===== config.mk =====
export PLATFORM = sky130hd
export DESIGN_NAME = conv3x3_valid_window_filter
export DESIGN_NICKNAME = d
export VERILOG_FILES = /design/src/cwf_pkg.sv /design/src/conv3x3_valid_window_filter.sv /design/src/cwf_line_store.sv /design/src/cwf_mac.sv
export SDC_FILE = /design/constraint.sdc
export NUM_CORES = 2
export LEC_CHECK = 0
export ABC_AREA = 1
export BUFFER_PORTS_ARGS = -buffer_cell sky130_fd_sc_hd__buf_2
export CAP_MARGIN = 20
export CORE_MARGIN = 4
export CORE_UTILIZATION = 50
export DETAILED_ROUTE_END_ITERATION = 6
export HOLD_SLACK_MARGIN = 0.02
export PLACE_DENSITY_LB_ADDON = 0.1
export SYNTH_ARGS = -nofsm -noshare
export SYNTH_HDL_FRONTEND = slang
export SYNTH_SLANG_ARGS = --single-unit

===== constraint.sdc =====
create_clock -name clk -period 7.8 [get_ports clk]
set_clock_uncertainty 0.2 [all_clocks]
set_input_delay 0.39 -clock clk [delete_from_list [all_inputs] [get_ports clk]]
set_output_delay 0.39 -clock clk [all_outputs]
set_load 0.02 [all_outputs]

===== src/cwf_pkg.sv =====
// Shared types, constants and helpers for the 3x3 window filter.
`timescale 1ns / 1ps

package cwf_pkg;

  localparam int CWF_MAX_WIDTH = 128;
  localparam int KSIZE         = 3;
  localparam int NTAPS         = KSIZE * KSIZE;
  localparam int PIX_BITS      = 8;
  localparam int FW_BITS       = 8;
  localparam int FH_BITS       = 12;
  localparam int COEF_BITS     = KSIZE * PIX_BITS;
  localparam int CFG_IDX_BITS  = 3;
  localparam int MIN_DIM       = 3;
  localparam int RESET_DIM     = 128;

  typedef logic [PIX_BITS-1:0] pixel_t;

  typedef enum logic [CFG_IDX_BITS-1:0] {
    REG_FRAME_WIDTH,
    REG_FRAME_HEIGHT,
    REG_COEF_TOP,
    REG_COEF_MIDDLE,
    REG_COEF_BOTTOM
  } cwf_reg_t;

  // load strobes for the two MAC pipeline registers
  typedef struct packed {
    logic load_prod;
    logic load_sum;
  } cwf_mac_ctl_t;

  // low byte of pixel * coefficient; same bits for signed or unsigned coef
  function automatic pixel_t prod_lo(input pixel_t px, input pixel_t cb);
    logic [2*PIX_BITS-1:0] p;
    p = px * cb;
    return p[PIX_BITS-1:0];
  endfunction

endpackage


===== src/conv3x3_valid_window_filter.sv =====
// Top level: 3x3 valid-window convolution over a raster pixel stream.
`timescale 1ns / 1ps

// Takes one 8-bit pixel per clock, in raster order, while in_stall is low;
// once the 3x3 window lies inside the frame (row >= 2 and column >= 2), it
// emits one result per pixel: low byte of the sum of nine pixel*signed-coef
// products. frame_last marks the final result of a frame; counters then wrap
// to zero. Sustained rate, while out_stall is low, is one item per cycle with
// no gaps, end of row or frame included. An accepted pixel reaches its result
// through five registers: input register (loaded at the accepting edge),
// line-store read (registered), window update, product register, sum/output
// register. Each stage holds when the one after it is full and blocked, so
// inputs keep flowing while a result waits on out_stall until all five
// stages are full. Line stores are MAX_WIDTH deep memories with one valid
// flop per entry, so reset takes effect at once and needs no clearing pass.
// frame_width is clamped to 3..MAX_WIDTH and frame_height to at least 3.
// Write configuration only while idle; indexes past the register list are
// ignored. cfg_ready is always high.

module conv3x3_valid_window_filter import cwf_pkg::*; #(
  parameter int MAX_WIDTH = CWF_MAX_WIDTH
) (
  input  logic                    clk,
  input  logic                    rst,
  input  logic                    in_valid,
  output logic                    in_stall,
  input  pixel_t                  pixel_in,
  output logic                    out_valid,
  input  logic                    out_stall,
  output pixel_t                  pixel_out,
  output logic                    frame_last,
  input  logic                    cfg_valid,
  output logic                    cfg_ready,
  input  logic [CFG_IDX_BITS-1:0] cfg_index,
  input  logic [COEF_BITS-1:0]    cfg_data
);

  localparam int CW = (MAX_WIDTH > 1) ? $clog2(MAX_WIDTH) : 1;
  localparam int WW = $clog2(MAX_WIDTH + 1);
  localparam int XW = (WW > FW_BITS) ? WW : FW_BITS;
  localparam logic [XW-1:0] MAXW = XW'(MAX_WIDTH);

  // configuration registers
  logic [FW_BITS-1:0]              frame_width;
  logic [FH_BITS-1:0]              frame_height;
  logic [KSIZE-1:0][COEF_BITS-1:0] coef;

  // position counters
  logic [CW-1:0]      column_position;
  logic [FH_BITS-1:0] row_position;

  // pipeline occupancy and per-item tags
  logic          v1, v2, v3, v4, vo;
  pixel_t        px1, px2;
  logic [CW-1:0] col1, col2;
  logic          prod1, prod2, prod3;
  logic          last1, last2, last3, last4;

  logic [NTAPS-1:0][PIX_BITS-1:0] window;

  logic [XW-1:0]      fw_x, ew;
  logic [FH_BITS-1:0] eh;
  logic               row_end, frame_end, produce;
  logic               accept;
  logic               o_rdy, s4_rdy, s3_rdy, s2_rdy, s1_rdy;
  logic               m1, m2, m3, m4;
  pixel_t             upper_rd, lower_rd;
  cwf_mac_ctl_t       mac_ctl;

  assign cfg_ready = 1'b1;

  always_ff @(posedge clk) begin
    if (rst) begin
      frame_width  <= FW_BITS'(RESET_DIM);
      frame_height <= FH_BITS'(RESET_DIM);
      coef         <= '0;
    end else if (cfg_valid && cfg_ready) begin
      case (cfg_index)
        REG_FRAME_WIDTH:  frame_width  <= cfg_data[FW_BITS-1:0];
        REG_FRAME_HEIGHT: frame_height <= cfg_data[FH_BITS-1:0];
        REG_COEF_TOP:     coef[0]      <= cfg_data;
        REG_COEF_MIDDLE:  coef[1]      <= cfg_data;
        REG_COEF_BOTTOM:  coef[2]      <= cfg_data;
        default: ;
      endcase
    end
  end

  // effective frame size and position decode for the incoming pixel
  always_comb begin
    fw_x = XW'(frame_width);
    if (fw_x < XW'(MIN_DIM)) begin
      ew = XW'(MIN_DIM);
    end else if (fw_x > MAXW) begin
      ew = MAXW;
    end else begin
      ew = fw_x;
    end
    eh = (frame_height < FH_BITS'(MIN_DIM)) ? FH_BITS'(MIN_DIM) : frame_height;
    row_end   = XW'(column_position) >= (ew - XW'(1));
    frame_end = row_end && (row_position >= (eh - FH_BITS'(1)));
    produce   = (row_position >= FH_BITS'(KSIZE - 1)) &&
                (column_position >= CW'(KSIZE - 1));
  end

  // stage handshake: a stage moves when the next one is empty or moving
  assign o_rdy  = !vo || !out_stall;
  assign s4_rdy = !v4 || o_rdy;
  assign s3_rdy = !v3 || s4_rdy;
  assign s2_rdy = !v2 || s3_rdy;
  assign s1_rdy = !v1 || s2_rdy;
  assign m1 = v1 && s2_rdy;
  assign m2 = v2 && s3_rdy;
  assign m3 = v3 && s4_rdy;
  assign m4 = v4 && o_rdy;

  assign in_stall = !s1_rdy;
  assign accept   = in_valid && s1_rdy;

  always_ff @(posedge clk) begin
    if (rst) begin
      column_position <= '0;
      row_position    <= '0;
      v1 <= 1'b0;
      v2 <= 1'b0;
      v3 <= 1'b0;
      v4 <= 1'b0;
      vo <= 1'b0;
    end else begin
      if (accept) begin
        if (frame_end) begin
          column_position <= '0;
          row_position    <= '0;
        end else if (row_end) begin
          column_position <= '0;
          row_position    <= row_position + FH_BITS'(1);
        end else begin
          column_position <= column_position + CW'(1);
        end
      end
      if (s1_rdy) v1 <= accept;
      if (s2_rdy) v2 <= m1;
      if (s3_rdy) v3 <= m2;
      if (s4_rdy) v4 <= m3 && prod3;  // border pixels drop out here
      if (o_rdy)  vo <= m4;
    end
  end

  // stage payloads
  always_ff @(posedge clk) begin
    if (accept) begin
      px1   <= pixel_in;
      col1  <= column_position;
      prod1 <= produce;
      last1 <= frame_end;
    end
    if (m1) begin
      px2   <= px1;
      col2  <= col1;
      prod2 <= prod1;
      last2 <= last1;
    end
    if (m2) begin
      prod3 <= prod2;
      last3 <= last2;
      for (int r = 0; r < KSIZE; r++) begin
        for (int c = 0; c < KSIZE - 1; c++) begin
          window[r*KSIZE+c] <= window[r*KSIZE+c+1];
        end
      end
      window[KSIZE-1]         <= upper_rd;
      window[2*KSIZE-1]       <= lower_rd;
      window[KSIZE*KSIZE-1]   <= px2;
    end
    if (m3) begin
      last4 <= last3;
    end
    if (m4) begin
      frame_last <= last4;
    end
  end

  assign out_valid = vo;

  cwf_line_store #(
    .DEPTH(MAX_WIDTH),
    .AW   (CW)
  ) u_line_store (
    .clk     (clk),
    .rst     (rst),
    .rd_en   (m1),
    .rd_addr (col1),
    .wr_en   (m2),
    .wr_addr (col2),
    .wr_pixel(px2),
    .upper_rd(upper_rd),
    .lower_rd(lower_rd)
  );

  assign mac_ctl.load_prod = m3;
  assign mac_ctl.load_sum  = m4;

  cwf_mac u_mac (
    .clk      (clk),
    .ctl      (mac_ctl),
    .win      (window),
    .coef     (coef),
    .pixel_out(pixel_out)
  );

  // end of frame wraps both counters
  a_frame_wrap: assert property (@(posedge clk) disable iff (rst)
    (accept && frame_end) |=> (column_position == '0 && row_position == '0))
    else $error("counters did not wrap at frame end");

  // end of row steps the row counter
  a_row_step: assert property (@(posedge clk) disable iff (rst)
    (accept && row_end && !frame_end) |=>
      (column_position == '0 && row_position == $past(row_position) + FH_BITS'(1)))
    else $error("row counter did not advance at row end");

  // input is held off only when every stage up to the output is full
  a_stall_full: assert property (@(posedge clk) disable iff (rst)
    in_stall |-> (v1 && v2 && v3 && v4 && vo && out_stall))
    else $error("input stalled with room in the pipeline");

  // border pixels never reach the product stage
  a_border_drop: assert property (@(posedge clk) disable iff (rst)
    (m3 && !prod3) |=> !v4)
    else $error("border pixel produced a result");

endmodule


===== src/cwf_line_store.sv =====
// Two line stores with per-entry valid bits and registered reads.
`timescale 1ns / 1ps

module cwf_line_store import cwf_pkg::*; #(
  parameter int DEPTH = CWF_MAX_WIDTH,
  parameter int AW    = 7
) (
  input  logic          clk,
  input  logic          rst,
  input  logic          rd_en,
  input  logic [AW-1:0] rd_addr,
  input  logic          wr_en,
  input  logic [AW-1:0] wr_addr,
  input  pixel_t        wr_pixel,
  output pixel_t        upper_rd,
  output pixel_t        lower_rd
);

  pixel_t           upper_mem [DEPTH];
  pixel_t           lower_mem [DEPTH];
  logic [DEPTH-1:0] upper_vld;
  logic [DEPTH-1:0] lower_vld;
  pixel_t           upper_q;
  pixel_t           lower_q;
  logic             upper_q_vld;
  logic             lower_q_vld;

  // never-written entries read as zero
  assign upper_rd = upper_q_vld ? upper_q : '0;
  assign lower_rd = lower_q_vld ? lower_q : '0;

  always_ff @(posedge clk) begin
    if (rd_en) begin
      upper_q     <= upper_mem[rd_addr];
      lower_q     <= lower_mem[rd_addr];
      upper_q_vld <= upper_vld[rd_addr];
      lower_q_vld <= lower_vld[rd_addr];
    end
    if (wr_en) begin
      upper_mem[wr_addr] <= lower_rd;  // lower row moves up
      lower_mem[wr_addr] <= wr_pixel;
    end
  end

  always_ff @(posedge clk) begin
    if (rst) begin
      upper_vld <= '0;
      lower_vld <= '0;
    end else if (wr_en) begin
      upper_vld[wr_addr] <= 1'b1;
      lower_vld[wr_addr] <= 1'b1;
    end
  end

endmodule


===== src/cwf_mac.sv =====
// Nine-tap multiply and modulo-256 sum, two register stages.
`timescale 1ns / 1ps

module cwf_mac import cwf_pkg::*; (
  input  logic                          clk,
  input  cwf_mac_ctl_t                  ctl,
  input  logic [NTAPS-1:0][PIX_BITS-1:0] win,
  input  logic [KSIZE-1:0][COEF_BITS-1:0] coef,
  output pixel_t                        pixel_out
);

  logic [NTAPS-1:0][PIX_BITS-1:0] prod;
  logic [NTAPS-1:0][PIX_BITS-1:0] prod_next;
  pixel_t                         sum_next;

  always_comb begin
    for (int r = 0; r < KSIZE; r++) begin
      for (int c = 0; c < KSIZE; c++) begin
        prod_next[r*KSIZE+c] = prod_lo(win[r*KSIZE+c],
                                       coef[r][c*PIX_BITS +: PIX_BITS]);
      end
    end
  end

  // only the low byte survives, so an 8-bit accumulator is exact
  always_comb begin
    sum_next = '0;
    for (int k = 0; k < NTAPS; k++) begin
      sum_next = sum_next + prod[k];
    end
  end

  always_ff @(posedge clk) begin
    if (ctl.load_prod) begin
      prod <= prod_next;
    end
    if (ctl.load_sum) begin
      pixel_out <= sum_next;
    end
  end

endmodule

# Word level (Yosys, flattened, before mapping)
# Memory sizes are Yosys's and may differ from the RTL's. A register that Yosys moved wholly into a read port is not among the register bits.
# Index checks and enable logic that the tools add are counted.
# op_classes
add_sub_neg	12
n_mul	9
n_lt_le_gt_ge	10
eq_ne	4
mux	16
n_bitwise	2
n_reduce_logical	29
# ops
op	count
$or A128 B128 Y128	2
$mul A8 B8 Y8	9
$add A8 B8 Y8	8
$mux W12	3
$mux W8	3
$lt A7 B8 Y1 const B	2
$bmux W1 S7	2
$mux W7	2
$add A12 B1 Y12 const B	1
$ge A12 B12 Y1	1
$ge A12 B2 Y1 const B	1
$lt A12 B2 Y1 const B	1
$reduce_and A2 Y1	6
$sub A12 B1 Y12 const B	1
$logic_and A1 B1 Y1	9
$ge A7 B8 Y1	1
$gt A8 B8 Y1 const B	1
$lt A8 B2 Y1 const B	1
$sub A8 B1 Y8 const B	1
$add A7 B1 Y7 const B	1
$demux W1 S7	1
$ge A7 B1 Y1 const B	1
$ge A7 B2 Y1 const B	1
$logic_not A1 Y1	7
other kinds (7)	16
# word_totals
reg_bits	564
ramBits	2048
input_bits	40
output_inout_bits	12
memories	2
# mem_list
memory	words	word_bits	rd	rd_ports_with_merged_regs	write_ports	line	rtl
u_line_store.lower_mem	128	8	1	1	1	cwf_line_store.sv:20	pixel_t lower_mem [DEPTH];
u_line_store.upper_mem	128	8	1	1	1	cwf_line_store.sv:19	pixel_t upper_mem [DEPTH];

# Longest topological paths before layout
# logic_depth
depth_word	8
mapped_depth	24

# Cells and area by module
# Synthesis repeated with hierarchy kept, for this count alone.
# unflattened
hier_cells	10818
hier_area_um2	114453.5
# modules_own_cells
module	n_inst	cells_each	area_each_um2
cwf_line_store	1	8206	92516.2
cwf_mac	1	1748	13116.3
conv3x3_valid_window_filter	1	864	8821.0

# Worst setup path before layout
# OpenSTA, ideal clock, no wires.
# synth_timing
kind	register to register
start	register window[27] in the netlist's numbering
end	register u_mac.prod[31] in the netlist's numbering, data pin
setup_ns	0.253
arrival_ns	3.529
t_required_ns	7.347
slack_ns	3.819
stages_incl_launch_ff	17
path_buffers	0
synth_period_minus_slack_ns	3.981
path_cell_list	edfxtp_1 -> nand2_1 -> inv_1 -> fa_1 -> fa_1 -> inv_1 -> fa_1 -> inv_1 -> fa_1 -> ha_1 -> nand2_1 -> o21ai_0 -> xor2_1 -> xor2_1 -> nand2_1 -> inv_1 -> nor2_1
# synth_lines
element	line	rtl
start, declared	conv3x3_valid_window_filter.sv:59	logic [NTAPS-1:0][PIX_BITS-1:0] window;
start signal, assigned by index	conv3x3_valid_window_filter.sv:168	window[r*KSIZE+c] <= window[r*KSIZE+c+1];
start signal, assigned by index	conv3x3_valid_window_filter.sv:171	window[KSIZE-1] <= upper_rd;
start signal, assigned by index	conv3x3_valid_window_filter.sv:172	window[2*KSIZE-1] <= lower_rd;
end signal, assigned	cwf_mac.sv:35	prod <= prod_next;
end, declared	cwf_mac.sv:12	logic [NTAPS-1:0][PIX_BITS-1:0] prod;

==> flow_summary_export.csv <==
group,metric,value,unit
yosys,syn-cell-area,0.113,mm^2
yosys,yosys_warnings,0,
setup_path,r2r_end,"u_mac.prod[63]$_DFFE_PP_",
setup_path,r2r_cells,16,
run,maxCapViolCount,0,
placement,portBuffers,50,
global_route,grtUsageTotal,26.8,%
yosys,synth_edf_count,2256,
timing,worst_pin_slew,1210,ps
final_layout,final_util,56.3,%
setup_path,max_stage_delay,520,ps
pwr,cellLeakagePower,48.7,nW
setup_path,startpoint,"window[59]$_DFFE_PP_",
clock_tree,clk_latency,950,ps
setup_path,worstSetupEndpointType,"register",
setup_path,crit_end,"u_mac.prod[63]$_DFFE_PP_",
outcome,violations,"design-rule violations",
detailed_routing,firstDrtPassIters,7,
floorplan,die_y,484,um
detailed_routing,avgViaCountPerCell,5.64,
setup_path,critical_path_class,"reg2reg",
clock_tree,post_cts_resized,0,
setup_path,cp_max_fo,6,
global_route,grt-ovfl-total,0,
global_route,grt_pass1_wl,476000,um
floorplan,ios,52,
pwr,ir_worst_vdd,0.000285,V
floorplan,die_area,0.234,mm^2
timing,whs,155,ps
floorplan,rows,174,
final_layout,fillers,19000,
setup_path,path_cells,"nand2_1 -> inv_1 -> fa_1 -> fa_1 -> inv_1 -> fa_1 -> inv_1 -> fa_1 -> ha_1 -> nand2_1 -> o21ai_0 -> xor2_1 -> nand3b_1 -> nand2_1 -> nand2_1 -> nand2_1",
yosys,synth_top_area_share,59.8,%
final_layout,drive_gt1_share,7.01,%
global_route,grt_pass1_vias,73500,
clock_tree,cts.clk_slew.worst_paths,60,ps
global_route,grt_max_degree,206,
global_route,grt_antenna_before_repair,9,
pwr,power-per-cell-area,244,mW/mm^2
timing,setup_viol,0,
yosys,synthArstFlopShare,0,%
placement,dp_hpwl,179000,um
yosys,synthDistinctLibCells,43,
clock_tree,htree_num_levels,5,
yosys,syn_nets,10900,
hold_path,worst_hold_path_type,"in2reg",
timing,fin_ws,3570,ps
setup_path,worstReg2RegStart,"window[59]$_DFFE_PP_",
yosys,ys_seq_area_share,66.3,%
placement,placed_cells,13200,
floorplan,coreArea,0.225,mm^2
yosys,synth.largest_area_cell,"edfxtp_1",
clock_tree,cts_tree,"built",
final_layout,num-nets-final,10900,
outcome,status,"finished with violations",
final_layout,layout.cells.non_filler,13800,
final_layout,syn_to_final_growth,11.8,%
yosys,synthTopCellsByArea,"edfxtp_1, nand3_1, nand2_1",
timing,hold_violations,0,
setup_path,cp-start-kind,"register",
setup_path,cpMaxStageDelayCell,"fa_1",
yosys,synth_ff_type,"edfxtp_1",
clock_tree,clock-sinks,2628,
timing,finalMaxSlewViolations,0,
detailed_routing,drc,13,
setup_path,setup.reg_to_reg.worst_slack,3570,ps
clock_tree,clock_path_buffers,4,
floorplan,start_util,50.4,%
placement,gp_congestion,0.873,
final_layout,layout_commonest_cell,"nand2_1",
placement,place_ws,3560,ps
detailed_routing,avgRoutedWirePerCell,23.2,um
setup_path,critical_path_arrival,4690,ps
clock_tree,cts_root_buf,"clkbuf_16",
setup_path,critical_path.most_common_cell,"nand2_1",
yosys,syn_inst,10500,
final_layout,final_cell_mix,"nand2_1, nand3_1, edfxtp_1, nor2_1, inv_1",
detailed_routing,wl,320000,um
timing,min_period,4230,ps
timing,slew_headroom,19.4,%
setup_path,worstPathRequired,8260,ps
detailed_routing,vias,77600,
timing,fin_crit_sh,54.2,%
floorplan,die_w,484,um
timing,fin_tns_setup,0,ps
detailed_routing,drtIter0Drc,8540,
yosys,ys_seq_elements,2628,
detailed_routing,antenna_left,0,
yosys,avgSynthCellArea,10.8,um^2
clock_tree,cts_inserted_buffers,292,
timing,rsz0062_at_grt,"no",
timing,fmax,236,MHz
timing repair:
item,in CTS,in global routing
hold endpoints to repair,186,0
hold buffers,62,0
buffers inserted,0,0
where the power goes:
| group | total [W] | internal [W] | switching, W |
|---|---|---|---|
| Combinational | 0.00222 | 0.000574 | 0.00165 |
| Clock | 0.0132 | 0.00783 | 0.00538 |
| Sequential | 0.0154 | 0.0154 | 0.0000557 |
| Total | 0.0308 | 0.0238 | 0.00709 |
final cells by class:
class                           instances  area [um^2]  area share, %
Sequential cell                      2628        75200           59.4
Multi-Input combinational cell       6701        33400           26.4
Clock buffer                          418         8300           6.55
Tap cell                             2992         3740           2.96
Timing Repair Buffer                  335         2930           2.31
Inverter                              588         2270           1.79
Clock inverter                         87          787          0.621
Antenna cell                            4         10.0        0.00790
routing by layer:
metal,GRT usage [%],part of all wire (%),wire (um)
met4,10.4,4.1,13100
met5,0,0.0044,14
met1,37.7,42,134000
met2,42.0,46,149000
met3,4.21,7.5,24100
synth_stat cells (all sizes together) (2+ instances only):
master / instances
a211oi: 2
or2: 6
xor2: 75
xnor2: 78
o21ai: 114
nor2: 809
buf: 375
clkinv: 3
inv: 585
ha: 176
nand3: 2315
nor4: 5
nor3: 18
edfxtp: 2256
a21o: 2
nand4: 13
fa: 153
clkbuf: 222
o211ai: 2
and2: 2
nand3b: 5
o21bai: 4
a21oi: 78
nand2: 2839
dfxtp: 372
how the worst min path moves through the flow:
| stage | depth (start not counted) | endpoint | slack, ps | from |
|---|---|---|---|---|
| 6_report | 4 | out_valid$_SDFFE_PP0P_ | 160 | out_stall |
| 5_1_grt | 4 | out_valid$_SDFFE_PP0P_ | 150 | out_stall |
| 4_1_cts | 4 | out_valid$_SDFFE_PP0P_ | 90 | out_stall |
| 3_5_place_dp | 0 | px2[2]$_DFFE_PP_ | 210 | px1[2]$_DFFE_PP_ |
| 3_3_place_gp | 0 | prod3$_DFFE_PP_ | 200 | prod2$_DFFE_PP_ |
| 2_1_floorplan | 0 | frame_last$_DFFE_PP_ | 200 | last4$_DFFE_PP_ |
per-stage QoR:
stage | instance area, um^2 | total power, W
2_1_floorplan | 113000 | 0.0171
3_3_place_gp | 117000 | 0.0179
3_5_place_dp | 117000 | 0.0179
4_1_cts | 126000 | 0.0311
5_1_grt | 127000 | 0.0319
6_report | 127000 | 0.0308
critical path: cells and delay by family (launching register included):
| family | cells | cell delay, ps |
|---|---|---|
| adder cells (fa/ha/maj) | 5 | 2250 |
| XOR/XNOR | 1 | 190 |
| AO/OA/AOI/OAI | 1 | 190 |
| buffers and inverters | 3 | 180 |
| AND/OR/NAND/NOR | 6 | 480 |
| flip-flops | 1 | 500 |
kinds of logic after synthesis:
kind of cell	synth area share, %
AND/OR/NAND/NOR	22.6
flip-flops	66.3
AO/OA/AOI/OAI	0.937
buffers and inverters	4.29
other	0.00331
adder cells (fa/ha/maj)	4.65
XOR/XNOR	1.18
sequential cells by signal, summed over array words and instances (netlist names), 7 cells and up:
signal,flops
col2,7
frame_width,8
u_mac.prod,72
u_line_store.upper_q,8
window,72
frame_height,12
u_line_store.lower_mem,1024
u_line_store.upper_mem,1024
coef,72
col1,7
px1,8
u_line_store.upper_vld,128
u_mac.pixel_out,8
u_line_store.lower_vld,128
row_position,12
px2,8
column_position,7
u_line_store.lower_q,8
No activity file was read; power rests on OpenSTA's default activity.
